==> config.mk <==
export PLATFORM = sky130hd
export DESIGN_NAME = vrp_cordic_cell
export DESIGN_NICKNAME = d
export VERILOG_FILES = /design/src/rtl/vrp_pkg.sv /design/src/rtl/vrp_cordic_cell.sv
export SDC_FILE = /design/constraint.sdc
export NUM_CORES = 1
export LEC_CHECK = 0
export ABC_AREA = 1
export BUFFER_PORTS_ARGS = -buffer_cell sky130_fd_sc_hd__buf_4
export CORE_UTILIZATION = 50
export DETAILED_ROUTE_END_ITERATION = 8
export PLACE_DENSITY = 0.73
export SLEW_MARGIN = 20
export SYNTH_ARGS = -nofsm -noshare
export SYNTH_HDL_FRONTEND = slang
export SYNTH_SLANG_ARGS = --single-unit
==> constraint.sdc <==
create_clock -name clk -period 3.4 [get_ports clk]
set_input_delay 0.68 -clock clk [delete_from_list [all_inputs] [get_ports clk]]
set_output_delay 0.68 -clock clk [all_outputs]
set_load 0.05 [all_outputs]
==> src/rtl/vrp_pkg.sv <==
// shared constants, types and tables for the vertex rotate and project pipeline
package vrp_pkg;

    localparam int SINE_TABLE_BITS = 10;
    localparam int ANGLE_W = 16;
    localparam int NAXES = 3;

    localparam int CORDIC_STEPS = 16;
    localparam int CORDIC_W = 33;
    localparam logic signed [CORDIC_W-1:0] CORDIC_X0 = 33'sd652032874;
    localparam logic signed [CORDIC_W-1:0] CORDIC_HALF = 33'sd32768;
    localparam int CORDIC_OUT_SHIFT = 16;

    localparam int CS_W = 16;
    localparam int COORD_W = 18;
    localparam int ROT_W = 36;
    localparam int ROT_SHIFT = 14;
    localparam logic signed [ROT_W-1:0] ROT_HALF = 36'sd8192;

    localparam int CAM_DIST = 100;
    localparam int DEPTH_W = 11;
    localparam int DEPTH_SHIFT = 8;
    localparam int NUM_W = 43;
    localparam int DIV_SHIFT = 20;
    localparam int DIV_NW = 22;
    localparam int DIV_DW = 10;

    localparam int SCREEN_W = 16;

    typedef struct packed {
        logic signed [CORDIC_W-1:0] x;
        logic signed [CORDIC_W-1:0] y;
        logic signed [CORDIC_W-1:0] z;
        logic [1:0]                 quad;
    } cordic_lane_t;

    typedef struct packed {
        logic [DIV_NW-1:0] n;
        logic [DIV_DW-1:0] d;
        logic [DIV_DW-1:0] r;
        logic [DIV_NW-1:0] q;
        logic              neg;
    } div_lane_t;

    function automatic logic signed [CORDIC_W-1:0] atan_turn(input int step);
        logic signed [CORDIC_W-1:0] a;
        case (step)
            0:       a = 33'sh020000000;
            1:       a = 33'sh012E4051D;
            2:       a = 33'sh009FB385B;
            3:       a = 33'sh0051111D4;
            4:       a = 33'sh0028B0D43;
            5:       a = 33'sh00145D7E1;
            6:       a = 33'sh000A2F61E;
            7:       a = 33'sh000517C55;
            8:       a = 33'sh00028BE53;
            9:       a = 33'sh000145F2E;
            10:      a = 33'sh0000A2F98;
            11:      a = 33'sh0000517CC;
            12:      a = 33'sh000028BE6;
            13:      a = 33'sh0000145F3;
            14:      a = 33'sh00000A2F9;
            15:      a = 33'sh00000517C;
            default: a = '0;
        endcase
        return a;
    endfunction

endpackage

==> src/rtl/vrp_cordic_cell.sv <==
// one cordic micro-rotation step for the three angle lanes
module vrp_cordic_cell #(
    parameter int STEP = 0
) (
    input  logic                                              clk,
    input  logic                                              adv,
    input  vrp_pkg::cordic_lane_t [vrp_pkg::NAXES-1:0]        lane_in,
    output vrp_pkg::cordic_lane_t [vrp_pkg::NAXES-1:0]        lane_out
);

    localparam logic signed [vrp_pkg::CORDIC_W-1:0] ATAN = vrp_pkg::atan_turn(STEP);

    vrp_pkg::cordic_lane_t [vrp_pkg::NAXES-1:0] lane_reg;
    vrp_pkg::cordic_lane_t [vrp_pkg::NAXES-1:0] lane_next;

    always_comb
    begin
        logic signed [vrp_pkg::CORDIC_W-1:0] dx;
        logic signed [vrp_pkg::CORDIC_W-1:0] dy;
        lane_next = lane_in;
        for (int k = 0; k < vrp_pkg::NAXES; k++)
        begin
            dx = $signed(lane_in[k].y) >>> STEP;
            dy = $signed(lane_in[k].x) >>> STEP;
            if (lane_in[k].z[vrp_pkg::CORDIC_W-1] == 1'b0)
            begin
                lane_next[k].x = $signed(lane_in[k].x) - dx;
                lane_next[k].y = $signed(lane_in[k].y) + dy;
                lane_next[k].z = $signed(lane_in[k].z) - ATAN;
            end
            else
            begin
                lane_next[k].x = $signed(lane_in[k].x) + dx;
                lane_next[k].y = $signed(lane_in[k].y) - dy;
                lane_next[k].z = $signed(lane_in[k].z) + ATAN;
            end
        end
    end

    always_ff @(posedge clk)
    begin
        if (adv)
        begin
            lane_reg <= lane_next;
        end
    end

    assign lane_out = lane_reg;

endmodule

==> flow_summary_export.csv, run 1 <==
group,metric,value,unit
clocking,cts_setup_buffers,0,
floorplanning,die_area,0.0643,sq mm
routing,viasPerCell,5.31,
final_layout,stdcell_count,6440,
final_layout,final_common_cell,"nand2_1",
yosys,synthesis.area,0.0317,sq mm
yosys,syn_nets,5623,
pwr,power_density,424,mW/mm^2
floorplanning,fp.coreArea,0.0622,sq mm
routing,detail_route.drc_violations,0,
global_routing,grt_use_met2,59.4,%
yosys,synth_seq_cells,300,
sta,setup_violations,0,
final_layout,nNetsFinal,6181,
global_routing,grt_max_degree,63,
sta,worstMarginPinSlew,0.804,ns
yosys,synth_compound_area_share,8.64,%
final_layout,layout_common_cells,"nand2_1, inv_1, buf_4, nor2_1, nand3_1",
yosys,synthSimpleGateAreaFrac,34.9,%
floorplanning,die_x,254,um
worst_setup_path,critPathCaptureType,"flop",
yosys,synth_async_sr_flop_share,0,%
placed_design,dp.cells,6367,
sta,final.min_clock_period,2.51,ns
worst_setup_path,cp.required,3.69,ns
routing,wl,124,mm
pwr,p_leak,21.0,nW
pwr,total_power,16.2,mW
floorplanning,initial_core_util,50.9,%
placed_design,port_buffers,607,
outcome,status,"finished, final reports clean",
routing,wl_per_cell,19.3,um
global_routing,grt_usage,37.5,%
sta,report.final.slew_viol_count,0,
yosys,synthFlopType,"edfxtp_1",
yosys,synth_top_family_by_area,"simple AND/OR/NAND/NOR gates",
worst_setup_path,critPathLaunch,"lane_in[38]",
floorplanning,ios,608,
worst_setup_path,crit_path_end,"lane_out[60]",
routing,dr.pass1.iters,6,
placed_design,place.gp.congestion,1.05,
clocking,cts.sinks,300,
routing,num_vias,34200,
sta,finalHoldViolCount,0,
sta,max_slew_margin,46.4,%
yosys,synth_xor_area_share,2.10,%
clocking,ctsHoldBuffers,0,
sta,grt_setup_unrepaired,"no",
run,maxCapViolations,0,
clocking,cts_buffer_depth,3,
yosys,synth_adder_area_share,12.4,%
clocking,cts-root-buf,"clkbuf_16",
sta,max_freq,399,MHz
worst_setup_path,path_class,"in2reg",
final_layout,area_delta_synth_final,20.8,%
sta,fin_crit_sh,73.8,%
yosys,syn_inst,5012,
pwr,vdd_ir_drop_max,357,uV
routing,first_iter_violations,3464,
final_layout,largest_register_ffs,300,
clocking,path_clk_slew,0.06,ns
placed_design,post-dp-hpwl,103,mm
clocking,cts_buffers,38,
global_routing,gr-total-overflow,0,
worst_setup_path,cp_max_fo,10,
yosys,yosysWarnings,0,
yosys,ys_types,33,
clocking,cts_resized,0,
global_routing,grt_pass1_wl,182,mm
global_routing,grt_pass1_vias,31300,
global_routing,grt.busiest_layer,"met2",
routing,ant_nets,0,
yosys,synth_edf_count,300,
worst_setup_path,worstPathArrival,2.80,ns
clocking,cts_max_level,2,
final_layout,fillers,6132,
final_layout,drive_gt1_share,12.8,%
sta,setup_tns,0,ns
floorplanning,fp.dieH,254,um
global_routing,antenna_found_initial,8,
clocking,cts_tree,"yes",
yosys,synth_mux_area_share,0.0316,%
yosys,ys_seq_area_share,28.5,%
global_routing,grt_use_met3,7.55,%
yosys,syn_area_per_cell,6.32,sq um
worst_hold_path,min_path_type,"in2reg",
floorplanning,rows,91,
worst_setup_path,start_kind,"input port",
global_routing,grtUsageMet1,47.2,%
cell families (layout without fill, tap and decap cells):
logic type / after synthesis / after routing
compound gates: 506 / 506
xor+xnor: 76 / 76
fa+ha+maj: 306 / 306
buf+inv: 1079 / 1664
flops: 300 / 300
mux: 1 / 1
other cells: 0 / 6
simple gates: 2744 / 2744
through the flow:
stage,cell area (sq um),utilization [%],setup WS [ns],hold slack (ns)
3_5_place_dp,36900,59.4,0.365,0.860
3_3_place_gp,36900,59.4,0.421,0.858
2_1_floorplan,31700,-,0.986,0.779
6_report,38200,61.5,0.892,0.257
5_1_grt,38200,61.5,0.707,0.236
4_1_cts,38200,61.5,0.994,0.228
how the worst min path moves through the flow:
stage	startpoint	endpoint	slack, ns	cells past startpoint
global route	lane_in[229]	lane_out[229]	0.24	1
global placement	lane_in[1]	lane_out[1]	0.86	1
floorplan	lane_in[0]	lane_out[0]	0.78	0
finish	lane_in[121]	lane_out[121]	0.26	1
CTS	lane_in[12]	lane_out[12]	0.23	1
detailed placement	lane_in[17]	lane_out[17]	0.86	1
Yosys cell counts, drive strengths merged, types with 3 or more instances:
| cell type | count | area share (%) |
|---|---|---|
| a211oi | 3 | 0.071 |
| a21oi | 209 | 3.3 |
| nand4 | 39 | 0.77 |
| o21ai | 202 | 3.2 |
| o21bai | 47 | 1.1 |
| and2 | 23 | 0.45 |
| xor2 | 75 | 2.1 |
| buf | 102 | 1.9 |
| nand2 | 1755 | 21 |
| nor3 | 18 | 0.30 |
| inv | 949 | 11 |
| o31ai | 6 | 0.14 |
| o22ai | 17 | 0.34 |
| or2 | 7 | 0.14 |
| edfxtp | 300 | 28 |
| o211ai | 12 | 0.28 |
| nor2 | 473 | 5.6 |
| clkbuf | 28 | 0.33 |
| ha | 294 | 12 |
| a31oi | 10 | 0.20 |
| nand3 | 428 | 6.8 |
| fa | 12 | 0.76 |
layout make-up:
type	count	area [sq um]	share of cell area, %
clock inverters	26	328	0.857
well taps	837	1050	2.74
clock buffers	41	962	2.52
flip-flops and latches	300	9010	23.6
repair buffers	648	4920	12.9
diodes	6	15.0	0.0393
multi-input cells	3633	18400	48.1
inverters	949	3560	9.32
layer usage:
layer	vias up	share of wire [%]	wire (um)
met5	-	0.023	28
met4	4	6.1	7550
met3	272	10	12800
met2	1731	44	55100
met1	15500	39	48900
li1	16700	-	-
power by group:
group,leakage (nW),internal (mW),switching (mW)
Clock,0.614,2.46,1.81
Sequential,2.93,4.66,0.236
Combinational,17.4,2.03,5.01
critical path, cell delays in order:
cell and delay (ns):
buf_4 0.10, inv_1 0.04, ha_1 0.49, nand2_1 0.17
nor2_1 0.23, nand2_1 0.15, o211ai_1 0.40, nand2_1 0.15
nand3_1 0.12, nand2_1 0.06, nand3_1 0.08, nand2_1 0.13
Note: power is estimated with default switching activity, not from simulation.
==> run 2, diff against run 1 <==
- clock period: 3.4 -> 2.6 ns (I/O delays scaled with it)
==> run 2 against run 1 <==
Compared with the run above: combinational power increased by 41%; first-iteration DRC count shrank 6.1%; critical path depth rose by 3; hold slack got worse by 0.15 ns; sequential power up 31%; global-route usage rose by 0.57 points; sequential share of layout area is 1.6 points lower; flip-flop and latch count is the same; routed wire length rose by 1.5%; setup slack got worse by 0.41 ns; cell area increased by 7.4%; non-clock buffer count is 369 higher; largest cell class unchanged; highest routed layer unchanged.
==> flow_summary_export.csv, run 2 (same netlist as run 1, synthesis figures left out) <==
group,metric,value,unit
outcome,status,"finished, final reports clean",
pwr,netSwitchingFraction,42.7,%
final_layout,area_delta_synth_final,29.7,%
floorplanning,initial_core_util,50.9,%
worst_setup_path,path_class,"in2reg",
global_routing,grt_pass1_wl,186,mm
final_layout,fillers,5879,
worst_setup_path,cp_max_fo,4,
routing,viasPerCell,5.20,
sta,fin_ws,0.479,ns
pwr,p_leak,22.8,nW
sta,max_freq,472,MHz
global_routing,gr-total-overflow,0,
worst_setup_path,critPathLaunch,"lane_in[35]",
global_routing,grt_pass1_vias,33000,
pwr,power.internal,12.4,mW
clocking,cts_tree,"yes",
sta,grt_setup_unrepaired,"no",
clocking,cts-root-buf,"clkbuf_16",
worst_setup_path,worstPathArrival,2.45,ns
clocking,cts_resized,0,
worst_setup_path,start_kind,"input port",
final_layout,final_common_cell,"nand2_1",
placed_design,port_buffers,607,
floorplanning,fp.dieH,254,um
clocking,cts_setup_buffers,0,
sta,worstMarginPinSlew,0.650,ns
final_layout,final_util,66.0,%
placed_design,dp.cells,6736,
routing,num_vias,35500,
routing,first_iter_violations,3254,
pwr,seqPwrFrac,29.6,%
final_layout,ff_latch_area,0.00901,sq mm
clocking,cts_buffer_depth,3,
pwr,power_switching,9.27,mW
floorplanning,die_x,254,um
sta,final.min_clock_period,2.12,ns
pwr,pwr-share-clk,24.6,%
pwr,power_density,529,mW/mm^2
placed_design,dpl_worst_slack,-0.0715,ns
clocking,path_clk_slew,0.07,ns
placed_design,place.gp.congestion,1.05,
routing,detail_route.drc_violations,0,
worst_setup_path,crit_path_end,"lane_out[65]",
placed_design,post-dp-hpwl,105,mm
clocking,cts_max_level,2,
run,maxCapViolations,0,
clocking,cts_buffers,37,
routing,wl,126,mm
routing,ant_nets,0,
final_layout,stdcell_count,6819,
routing,wl_per_cell,18.5,um
final_layout,nNetsFinal,6549,
clocking,cts.sinks,300,
worst_setup_path,critPathCaptureType,"flop",
global_routing,antenna_found_initial,17,
sta,max_slew_margin,56.7,%
floorplanning,fp.coreArea,0.0622,sq mm
sta,setup_violations,0,
global_routing,grt_max_degree,67,
sta,finalHoldViolCount,0,
pwr,vdd_ir_drop_max,479,uV
final_layout,multi_input_area,0.0184,sq mm
sta,fin_crit_sh,81.6,%
worst_hold_path,hold_start,"lane_in[24]",
routing,dr.pass1.iters,6,
sta,report.final.slew_viol_count,0,
floorplanning,ios,608,
final_layout,drive_gt1_share,18.2,%
worst_setup_path,cp.required,2.93,ns
floorplanning,rows,91,
final_layout,largest_register_ffs,300,
final_layout,layout_common_cells,"nand2_1, buf_4, inv_1, nor2_1, nand3_1",
floorplanning,die_area,0.0643,sq mm
global_routing,grt_usage,38.0,%
pwr,comb_power_share,45.9,%
worst_hold_path,min_path_type,"in2reg",
clocking,ctsHoldBuffers,0,
## run 2: metal layers
metal / global-route usage (%) / share of wire [%]
met1: 48.1 / 40
met5: 0 / 0.023
met2: 60.6 / 45
met4: 21.5 / 5.7
met3: 7.43 / 9.6
## run 2: worst min path at each step
| stage | endpoint | slack [ns] | cells past startpoint |
|---|---|---|---|
| CTS | lane_out[101] | 0.08 | 1 |
| floorplan | lane_out[0] | 0.62 | 0 |
| detailed placement | lane_out[118] | 0.70 | 1 |
| global route | lane_out[113] | 0.09 | 1 |
| global placement | lane_out[1] | 0.70 | 1 |
| finish | lane_out[24] | 0.11 | 1 |
## run 2: power groups by stage
stage	registers, mW	clock network (mW)	logic (mW)
finish	6.42	5.34	9.96
global route	6.45	5.53	10.7
CTS	6.40	5.40	9.78
detailed placement	6.48	0	9.74
global placement	6.48	0	9.67
floorplan	8.43	0	3.84
## run 2: area by class of cell
cell class	count	area share [%]
timing repair buffer	1017	19.0
multi-input combinational	3633	44.8
sequential	300	21.9
antenna	17	0.104
tap	837	2.55
inverter	949	8.68
clock buffer	40	2.28
clock inverter	26	0.698
## run 2: critical path, cell delays in order
cell	delay, ns
buf_4	0.10
inv_1	0.04
ha_1	0.22
fa_1	0.46
buf_4	0.19
inv_1	0.07
nand2_1	0.07
nand3_1	0.09
nand2_1	0.07
nand2_1	0.22
nand2_1	0.13
nand2_1	0.09
nand2_1	0.04
nand3_1	0.07
nand2_1	0.05
## run 2: metrics by stage
step	setup TNS, ns	power [mW]	area, sq um	hold WS (ns)
2_1_floorplan	0	12.3	31700	0.619
3_3_place_gp	-0.514	16.2	39800	0.698
3_5_place_dp	-0.775	16.2	39800	0.699
4_1_cts	0	21.6	41000	0.0815
5_1_grt	0	22.6	41000	0.0879
6_report	0	21.7	41000	0.105
