### src/rtl/vrp_pkg.sv
// shared constants, types and tables for the vertex rotate and project pipeline
package vrp_pkg;

    localparam int SINE_TABLE_BITS = 10;
    localparam int ANGLE_W = 16;
    localparam int NAXES = 3;

    localparam int CORDIC_STEPS = 16;
    localparam int CORDIC_W = 33;
    localparam logic signed [CORDIC_W-1:0] CORDIC_X0 = 33'sd652032874;
    localparam logic signed [CORDIC_W-1:0] CORDIC_HALF = 33'sd32768;
    localparam int CORDIC_OUT_SHIFT = 16;

    localparam int CS_W = 16;
    localparam int COORD_W = 18;
    localparam int ROT_W = 36;
    localparam int ROT_SHIFT = 14;
    localparam logic signed [ROT_W-1:0] ROT_HALF = 36'sd8192;

    localparam int CAM_DIST = 100;
    localparam int DEPTH_W = 11;
    localparam int DEPTH_SHIFT = 8;
    localparam int NUM_W = 43;
    localparam int DIV_SHIFT = 20;
    localparam int DIV_NW = 22;
    localparam int DIV_DW = 10;

    localparam int SCREEN_W = 16;

    typedef struct packed {
        logic signed [CORDIC_W-1:0] x;
        logic signed [CORDIC_W-1:0] y;
        logic signed [CORDIC_W-1:0] z;
        logic [1:0]                 quad;
    } cordic_lane_t;

    typedef struct packed {
        logic [DIV_NW-1:0] n;
        logic [DIV_DW-1:0] d;
        logic [DIV_DW-1:0] r;
        logic [DIV_NW-1:0] q;
        logic              neg;
    } div_lane_t;

    function automatic logic signed [CORDIC_W-1:0] atan_turn(input int step);
        logic signed [CORDIC_W-1:0] a;
        case (step)
            0:       a = 33'sh020000000;
            1:       a = 33'sh012E4051D;
            2:       a = 33'sh009FB385B;
            3:       a = 33'sh0051111D4;
            4:       a = 33'sh0028B0D43;
            5:       a = 33'sh00145D7E1;
            6:       a = 33'sh000A2F61E;
            7:       a = 33'sh000517C55;
            8:       a = 33'sh00028BE53;
            9:       a = 33'sh000145F2E;
            10:      a = 33'sh0000A2F98;
            11:      a = 33'sh0000517CC;
            12:      a = 33'sh000028BE6;
            13:      a = 33'sh0000145F3;
            14:      a = 33'sh00000A2F9;
            15:      a = 33'sh00000517C;
            default: a = '0;
        endcase
        return a;
    endfunction

endpackage

### src/rtl/vrp_div_cell.sv
// one restoring division step producing one quotient bit for both screen lanes
module vrp_div_cell #(
    parameter int BIT = 0
) (
    input  logic                          clk,
    input  logic                          adv,
    input  vrp_pkg::div_lane_t [1:0]      lane_in,
    output vrp_pkg::div_lane_t [1:0]      lane_out
);

    vrp_pkg::div_lane_t [1:0] lane_reg;
    vrp_pkg::div_lane_t [1:0] lane_next;

    always_comb
    begin
        logic [vrp_pkg::DIV_DW:0] rem_sh;
        logic [vrp_pkg::DIV_DW:0] rem_sub;
        lane_next = lane_in;
        for (int k = 0; k < 2; k++)
        begin
            rem_sh  = {lane_in[k].r, lane_in[k].n[BIT]};
            rem_sub = rem_sh - {1'b0, lane_in[k].d};
            if (rem_sh >= {1'b0, lane_in[k].d})
            begin
                lane_next[k].r      = rem_sub[vrp_pkg::DIV_DW-1:0];
                lane_next[k].q[BIT] = 1'b1;
            end
            else
            begin
                lane_next[k].r      = rem_sh[vrp_pkg::DIV_DW-1:0];
                lane_next[k].q[BIT] = 1'b0;
            end
        end
    end

    always_ff @(posedge clk)
    begin
        if (adv)
        begin
            lane_reg <= lane_next;
        end
    end

    assign lane_out = lane_reg;

endmodule

### config.mk
export PLATFORM = sky130hd
export DESIGN_NAME = vrp_div_cell
export DESIGN_NICKNAME = d
export VERILOG_FILES = /design/src/rtl/vrp_pkg.sv /design/src/rtl/vrp_div_cell.sv
export SDC_FILE = /design/constraint.sdc
export NUM_CORES = 1
export LEC_CHECK = 0
export BUFFER_PORTS_ARGS = -buffer_cell sky130_fd_sc_hd__clkbuf_2
export CAP_MARGIN = 20
export CORE_AREA = 2 2 141 88
export CTS_CLUSTER_DIAMETER = 30
export DETAILED_ROUTE_END_ITERATION = 12
export DIE_AREA = 0 0 143 90
export HOLD_SLACK_MARGIN = 0.06
export PLACE_DENSITY = 0.86
export SLEW_MARGIN = 20
export SYNTH_ARGS = -nofsm -noshare
export SYNTH_HDL_FRONTEND = slang
export SYNTH_SLANG_ARGS = --single-unit
### constraint.sdc
create_clock -name clk -period 2.8 [get_ports clk]
set_clock_uncertainty 0.1 [all_clocks]
set_input_delay 0.56 -clock clk [delete_from_list [all_inputs] [get_ports clk]]
set_output_delay 0.56 -clock clk [all_outputs]
set_load 0.005 [all_outputs]
==> results of run 1 <==
-- routing by layer --
metal  track usage (%)  share of wire [%]
met1              22.8                 40
met2              32.7                 51
met3              6.55                8.7
met4              6.27                1.0
met5                 0                  0
-- cells in the mapped netlist, drive strengths merged --
library cell	n	area, sq um
o221ai	1	8.76
o22ai	1	6.26
ha	20	250
xor2	6	52.6
xnor2	7	61.3
nor2b	3	18.8
nor3	1	5.00
a21oi	18	109
inv	28	105
nand2b	2	12.5
mux2i	3	30.0
edfxtp	130	3900
fa	2	40.0
nand2	7	28.8
a21o	2	15.0
buf	2	16.3
o2111ai	1	8.76
and4b	1	10.0
nand3b	1	7.51
nor2	10	37.5
nand3	3	15.0
or4	1	11.3
a211o	1	8.76
mux2	17	221
o21ai	7	35.0
o21bai	2	15.0
o21a	2	15.0
a211oi	2	15.0
nand4	2	12.5
-- report_power, final --
group,switching (W),internal (W),leakage (nW),total (W)
logic,0.000315,0.000334,1.74,0.000648
clock network,0.000845,0.00123,0.262,0.00208
registers,0.0000507,0.00235,1.27,0.00240
total,0.00121,0.00392,3.27,0.00513
-- worst max-delay path by stage --
stage	cells past startpoint	slack, ps	endpoint	startpoint
2_1_floorplan	9	190	lane_out[89]$_DFFE_PP_	lane_in[100]
3_3_place_gp	9	20	lane_out[92]$_DFFE_PP_	lane_in[102]
3_5_place_dp	9	-40	lane_out[95]$_DFFE_PP_	lane_in[104]
4_1_cts	9	380	lane_out[95]$_DFFE_PP_	lane_in[104]
5_1_grt	11	210	lane_out[96]$_DFFE_PP_	lane_in[108]
6_report	9	340	lane_out[90]$_DFFE_PP_	lane_in[104]
-- area by class of cell --
type | count | area share (%)
tap | 165 | 2.87
clock inverter | 13 | 1.79
inverter | 28 | 1.46
clock buffer | 18 | 5.96
timing repair buffer | 268 | 19.1
sequential | 130 | 54.2
multi-input combinational | 123 | 14.6
-- kinds of logic after synthesis --
| kind of cell | count (synthesis) | share of synthesized area (%) |
|---|---|---|
| buffers and inverters | 30 | 2.39 |
| adders and majority gates | 22 | 5.72 |
| DFF | 130 | 76.9 |
| xor gates and xnor gates | 13 | 2.24 |
| and+or+nand+nor | 31 | 3.13 |
| AOI/OAI and AO/OA | 37 | 4.66 |
| muxes | 20 | 4.95 |
-- metrics by stage --
step                      hold slack, ps  instance area, sq um  worst slack [ps]  TNS, ps  power [W]
after floorplan                      559                  5080               186        0    0.00271
after global placement               637                  6650              19.3        0    0.00306
after detailed placement             639                  6650             -42.4     -313    0.00310
after CTS                            217                  7200               377        0    0.00518
after global routing                 211                  7200               213        0    0.00533
final                                234                  7200               343        0    0.00513
==> qor.csv, run 1 <==
metric,value,unit
Via density,4.64,
clock tree buffer depth,2,
"most common cell after layout, fill and taps aside",clkbuf_2,
Setup crit end kind,flop,
Hold Path Stages,1,
Initial Util,43.5,%
dpl hpwl,9.59,mm
first-pass GRT wire length,18.5,mm
HP Class,primary input to flop,
"CP delay by family, top",simple AND/OR/NAND/NOR gates,
Synth Net Count,437,
DR WL/cell,16.7,microns
Hold EP,lane_out[118]$_DFFE_PP_,
cts bufs inserted,17,
FILL cells,896,
"critical path, cell by cell",clkbuf_2 -> inv_1 -> ha_1 -> a21oi_2 -> o21ai_1 -> a21oi_4 -> a21oi_1 -> or4_4 -> mux2_4,
largest net degree at the start of global routing,114,
DR iter-0 viols,202,
Max Freq,0.407,GHz
Port Buffers,259,
share of cells above drive strength 1,55.2,%
"IR drop worst, VDD",0.394,mV
Leak,3.27,nW
slew margin rel.,56.7,%
worst-margin pin slew,649,ps
max FFs per register,130,
die footprint,12900,sq um
Power Dens Cells,712,nW/um^2
Placer Congestion,0.864,
Root Driver,clkbuf_16,
final hold vios,0,
most frequent cells in the layout,"258 x clkbuf_2, 130 x edfxtp_1, 28 x inv_1",
initial antenna violation count,0,
IO Count,262,
Core ar.,11700,sq um
nets@finish,722,
WP data required,2850,ps
chip height,90,microns
DP Cell Count,714,
element type at the critical path start,primary input,
Final Max Tran Viols,0,
Post-Syn Area per Cell,17.9,sq um
Hold Buf Count CTS,0,
Routed Antenna Nets,0,
vias in the first global route,3473,
CP peak stage delay,560,ps
Clock Sink Count,130,
synthesized cell area,5080,sq um
# resized after CTS,0,
Ys Warns,0,
final core utilization,61.7,%
H-tree level count,4,
WS Path Type,primary input to flop,
All-Layer GR Usage,19.2,%
CTS tree,done,
"FF+latch count, synth",130,
CP max stage cell,or4_4,
DRT Pass-1 Iters,4,
row count,31,
Crit Path Max Fanout,11,
Residual DRC,0,
fin crit share,87.7,%
status,completed,
RSZ-0062 raised after global routing,no,
Buf/Inv on CP,2,
"Data arrival, critical path",2500,ps
via count,3455,
Hold Path Origin,lane_in[118],
Post-Route WL,12.5,mm
post-CTS setup repair buffer count,0,
ANT cells,0,
die width,143,microns
total congestion overflow,0,
max_cap viols,0,
post-layout min period,2460,ps
clk slew on worst S/H paths,60,ps
Post-Layout Cell Count,745,
area occupied by multi-input gates,1050,sq um
post-synthesis cell count,283,
sequential area share after synthesis,76.9,%
sequential cell area,3900,sq um
P&R area growth vs syn,41.9,%
# setup viols final,0,
Synth cell types,35,
(Power assumes the default switching activity.)
==> inputs of run 2 (changes only) <==
CORE_AREA = 3 3 142 89   (was 2 2 141 88)
DIE_AREA = 0 0 145 92   (was 0 0 143 90)
PLACE_DENSITY = 0.78   (was 0.86)
clock period = 2.3 ns   (was 2.8 ns; I/O delays follow)
==> qor.csv, run 2 (synthesis results as in run 1) <==
metric,value,unit
P&R area growth vs syn,49.9,%
Residual DRC,0,
WP data required,2350,ps
Logic pwr share,13.7,%
hold_ws,129,ps
Port Buffers,259,
final core utilization,67.4,%
first-pass GRT wire length,20.5,mm
clock tree buffer depth,2,
final hold vios,0,
total congestion overflow,0,
Buf/Inv on CP,3,
via count,3593,
Clock Sink Count,130,
Sequential Power Share,44.8,%
IO Count,262,
Max Freq,0.453,GHz
Tot Pwr,0.00652,W
Initial Util,44.9,%
fin crit share,96.1,%
Root Driver,clkbuf_16,
largest net degree at the start of global routing,51,
nets@finish,755,
CP max stage cell,ha_1,
Leak,3.47,nW
die width,145,microns
placed inst area,7010,sq um
DR WL/cell,17.0,microns
All-Layer GR Usage,19.9,%
Final Max Tran Viols,0,
status,completed,
element type at the critical path start,primary input,
clock power share,41.5,%
chip height,92,microns
post-layout min period,2210,ps
most frequent cells in the layout,"258 x clkbuf_2, 130 x edfxtp_1, 40 x buf_4",
row count,30,
initial antenna violation count,0,
Post-Route WL,13.2,mm
DRT Pass-1 Iters,4,
slew margin rel.,79.2,%
Setup crit end kind,flop,
H-tree level count,4,
WS Path Type,primary input to flop,
Power Dens Cells,857,nW/um^2
CTS tree,done,
"CP delay by family, top",compound AO/OA/AOI/OAI gates,
HP Class,primary input to flop,
fin area,7610,sq um
share of cells above drive strength 1,60.1,%
Core ar.,11300,sq um
max_cap viols,0,
Crit Path Max Fanout,8,
cts bufs inserted,17,
Routed Antenna Nets,0,
max FFs per register,130,
top layer in use,met4,
routed metal-1 wire length,5.63,mm
Sw Ratio,23.7,%
# setup viols final,0,
"most common cell after layout, fill and taps aside",clkbuf_2,
die footprint,13300,sq um
RSZ-0062 raised after global routing,no,
Met3 Wirelength,1.06,mm
dpl hpwl,10.2,mm
ANT cells,0,
"critical path, cell by cell",clkbuf_2 -> inv_1 -> ha_1 -> a21o_1 -> a21oi_1 -> o21ai_0 -> a21oi_1 -> o21ai_0 -> buf_4 -> mux2_2,
net switching power,0.00155,W
worst-margin pin slew,312,ps
met2 wire len,6.39,mm
"IR drop worst, VDD",0.525,mV
Via density,4.64,
Placer Congestion,0.831,
DR iter-0 viols,162,
vias in the first global route,3845,
Power Internal,0.00497,W
"Data arrival, critical path",2260,ps
clk slew on worst S/H paths,60,ps
CP peak stage delay,310,ps
## run 2: changes by cell type in the layout (fill, tap and decap cells not counted), sizes merged
cell	previous run	this run
buf	10	43
inv	33	36
clkinvlp	4	2
bufinv	1	2
clkbuf	276	275
## run 2: layer usage
| layer | global-route usage (%) | vias up |
|---|---|---|
| li1 | - | 1718 |
| met1 | 24.7 | 1711 |
| met2 | 33.5 | 154 |
| met3 | 7.41 | 10 |
| met4 | 4.98 | 0 |
| met5 | 0 | - |
## run 2: cell type report
type	count	area (sq um)
inverters	28	110
repair buffers	301	1650
well taps	160	200
clock buffers	17	425
clock inverters	15	171
fillers	827	3690
flip-flops and latches	130	3900
multi-input cells	123	1150
## run 2: through the flow
step | instances | worst slack, ps | TNS [ps]
2_1_floorplan | 283 | -76.5 | -612
3_3_place_gp | 742 | -261 | -4160
3_5_place_dp | 742 | -304 | -5210
4_1_cts | 774 | 116 | 0
5_1_grt | 774 | 14.3 | 0
6_report | 774 | 90.4 | 0
## run 2: path summary, 6_finish.rpt
check,slack [ps],end,depth (start not counted),start
setup / recovery,90,lane_out[24]$_DFFE_PP_,10,lane_in[36]
hold / removal,130,lane_out[121]$_DFFE_PP_,1,lane_in[121]
## run 2: repair_timing
action / CTS / global route
hold buffers: 0 / 0
endpoints found under the setup margin: 0 / 1
gates resized for setup: 0 / 1
buffers inserted: 0 / 0
hold endpoints to repair: 0 / 0
## run 2: power groups by stage
| stage | combinational [W] | sequential (W) | clock [W] |
|---|---|---|---|
| floorplan | 0.000318 | 0.00300 | 0 |
| global placement | 0.000868 | 0.00296 | 0 |
| detailed placement | 0.000898 | 0.00297 | 0 |
| CTS | 0.000906 | 0.00292 | 0.00277 |
| global route | 0.000982 | 0.00294 | 0.00288 |
| finish | 0.000896 | 0.00292 | 0.00270 |
==> inputs of run 3 (changes only) <==
--- a/config.mk
+++ b/config.mk
@@ -6,5 +6,5 @@
 export NUM_CORES = 1
 export LEC_CHECK = 0
-export BUFFER_PORTS_ARGS = -buffer_cell sky130_fd_sc_hd__clkbuf_2
+export BUFFER_PORTS_ARGS = -buffer_cell sky130_fd_sc_hd__buf_2
 export CAP_MARGIN = 20
 export CORE_AREA = 3 3 142 89
==> constraint.sdc (replaced) <==
create_clock -name clk -period 2.3 [get_ports clk]
set_clock_uncertainty 0.1 [all_clocks]
set_input_delay 0.46 -clock clk [delete_from_list [all_inputs] [get_ports clk]]
set_output_delay 0.46 -clock clk [all_outputs]
set_load 0.02 [all_outputs]
==> qor.csv, run 3 (synthesis results as in run 1) <==
metric,value,unit
via count,3567,
Tot Pwr,0.00664,W
Post-Layout Cell Count,772,
Buf/Inv on CP,3,
All-Layer GR Usage,19.4,%
vias in the first global route,3874,
IO Count,262,
post-layout min period,2210,ps
Routed Antenna Nets,0,
Setup Total Neg Slack,0,ps
Via density,4.62,
Root Driver,clkbuf_16,
clk slew on worst S/H paths,60,ps
"most common cell after layout, fill and taps aside",buf_2,
DP Cell Count,740,
hold_ws,127,ps
"CP delay by family, top",adder cells,
Leak,3.39,nW
P&R area growth vs syn,49.0,%
fin crit share,96.3,%
Final Max Tran Viols,0,
worst-margin pin slew,333,ps
Port Buffers,259,
Clock Sink Count,130,
die width,145,microns
initial antenna violation count,0,
CP peak stage delay,370,ps
HP Class,primary input to flop,
Placer Congestion,0.814,
WP data required,2350,ps
first-pass GRT wire length,20.2,mm
element type at the critical path start,primary input,
post-CTS setup repair buffer count,0,
status,completed,
largest net degree at the start of global routing,48,
clock tree buffer depth,2,
Residual DRC,0,
"IR drop worst, VDD",0.568,mV
final hold vios,0,
# resized after CTS,0,
"Data arrival, critical path",2260,ps
Hold Buf Count CTS,0,
Crit Path Max Fanout,3,
Setup crit end kind,flop,
Power Dens Cells,878,nW/um^2
ANT cells,0,
Initial Util,44.9,%
FILL cells,829,
CTS tree,done,
cts bufs inserted,17,
DRT Pass-1 Iters,4,
max FFs per register,130,
CP max stage cell,fa_2,
DR iter-0 viols,160,
H-tree level count,4,
Core ar.,11300,sq um
"critical path, cell by cell",buf_2 -> inv_1 -> ha_1 -> inv_1 -> fa_2 -> a211oi_2 -> nor2_1 -> o2111ai_1 -> nand2_1 -> xnor2_1 -> mux2_4,
most frequent cells in the layout,"258 x buf_2, 130 x edfxtp_1, 39 x buf_4",
Max Freq,0.452,GHz
share of cells above drive strength 1,60.0,%
row count,30,
chip height,92,microns
# setup viols final,0,
nets@finish,753,
most numerous cell on the critical path,inv_1,
slew margin rel.,77.8,%
WS Path Type,primary input to flop,
total congestion overflow,0,
Post-Route WL,13.0,mm
max_cap viols,0,
dpl hpwl,10.1,mm
DR WL/cell,16.8,microns
die footprint,13300,sq um
## run 3: cell types whose count changed in the layout (fill, tap and decap cells not counted), sizes merged
cell    change
buf       +256
bufinv      -1
inv         -1
clkinv      +1
clkbuf    -257
## run 3: final cells by class
cell class                 instances  area [sq um]  share of cell area, %
sequential                       130          3900                   51.6
multi-input combinational        123          1150                   15.2
inverter                          28           110                   1.46
tap                              160           200                   2.65
timing repair buffer             299          1620                   21.5
clock inverter                    14           146                   1.94
clock buffer                      18           429                   5.68
## run 3: per-layer routing
layer	wire length (microns)	share of wire (%)	vias to the layer above	global-route usage (%)
li1	-	-	1703	-
met1	5400	42	1684	23.5
met2	6240	48	165	31.8
met3	1180	9.1	15	8.15
met4	180	1.4	0	6.48
met5	0	0	-	0
## run 3: worst paths after layout
kind,startpoint,end,cells past startpoint
setup / recovery,lane_in[108],lane_out[96]$_DFFE_PP_,11
hold / removal,lane_in[118],lane_out[118]$_DFFE_PP_,1
## run 3: power by group
| group | switching (W) | internal [W] |
|---|---|---|
| Combinational | 0.000651 | 0.000482 |
| Clock | 0.00107 | 0.00153 |
| Sequential | 0.0000495 | 0.00286 |
| Total | 0.00177 | 0.00487 |
## run 3: stage by stage
step | instance area [sq um] | util (%) | setup slack, ps
4_1_cts | 7560 | 66.9 | 108
2_1_floorplan | 5180 | - | -76.5
6_report | 7560 | 66.9 | 85.5
3_5_place_dp | 6980 | 61.8 | -326
5_1_grt | 7560 | 66.9 | -15.7
3_3_place_gp | 6980 | 61.8 | -260
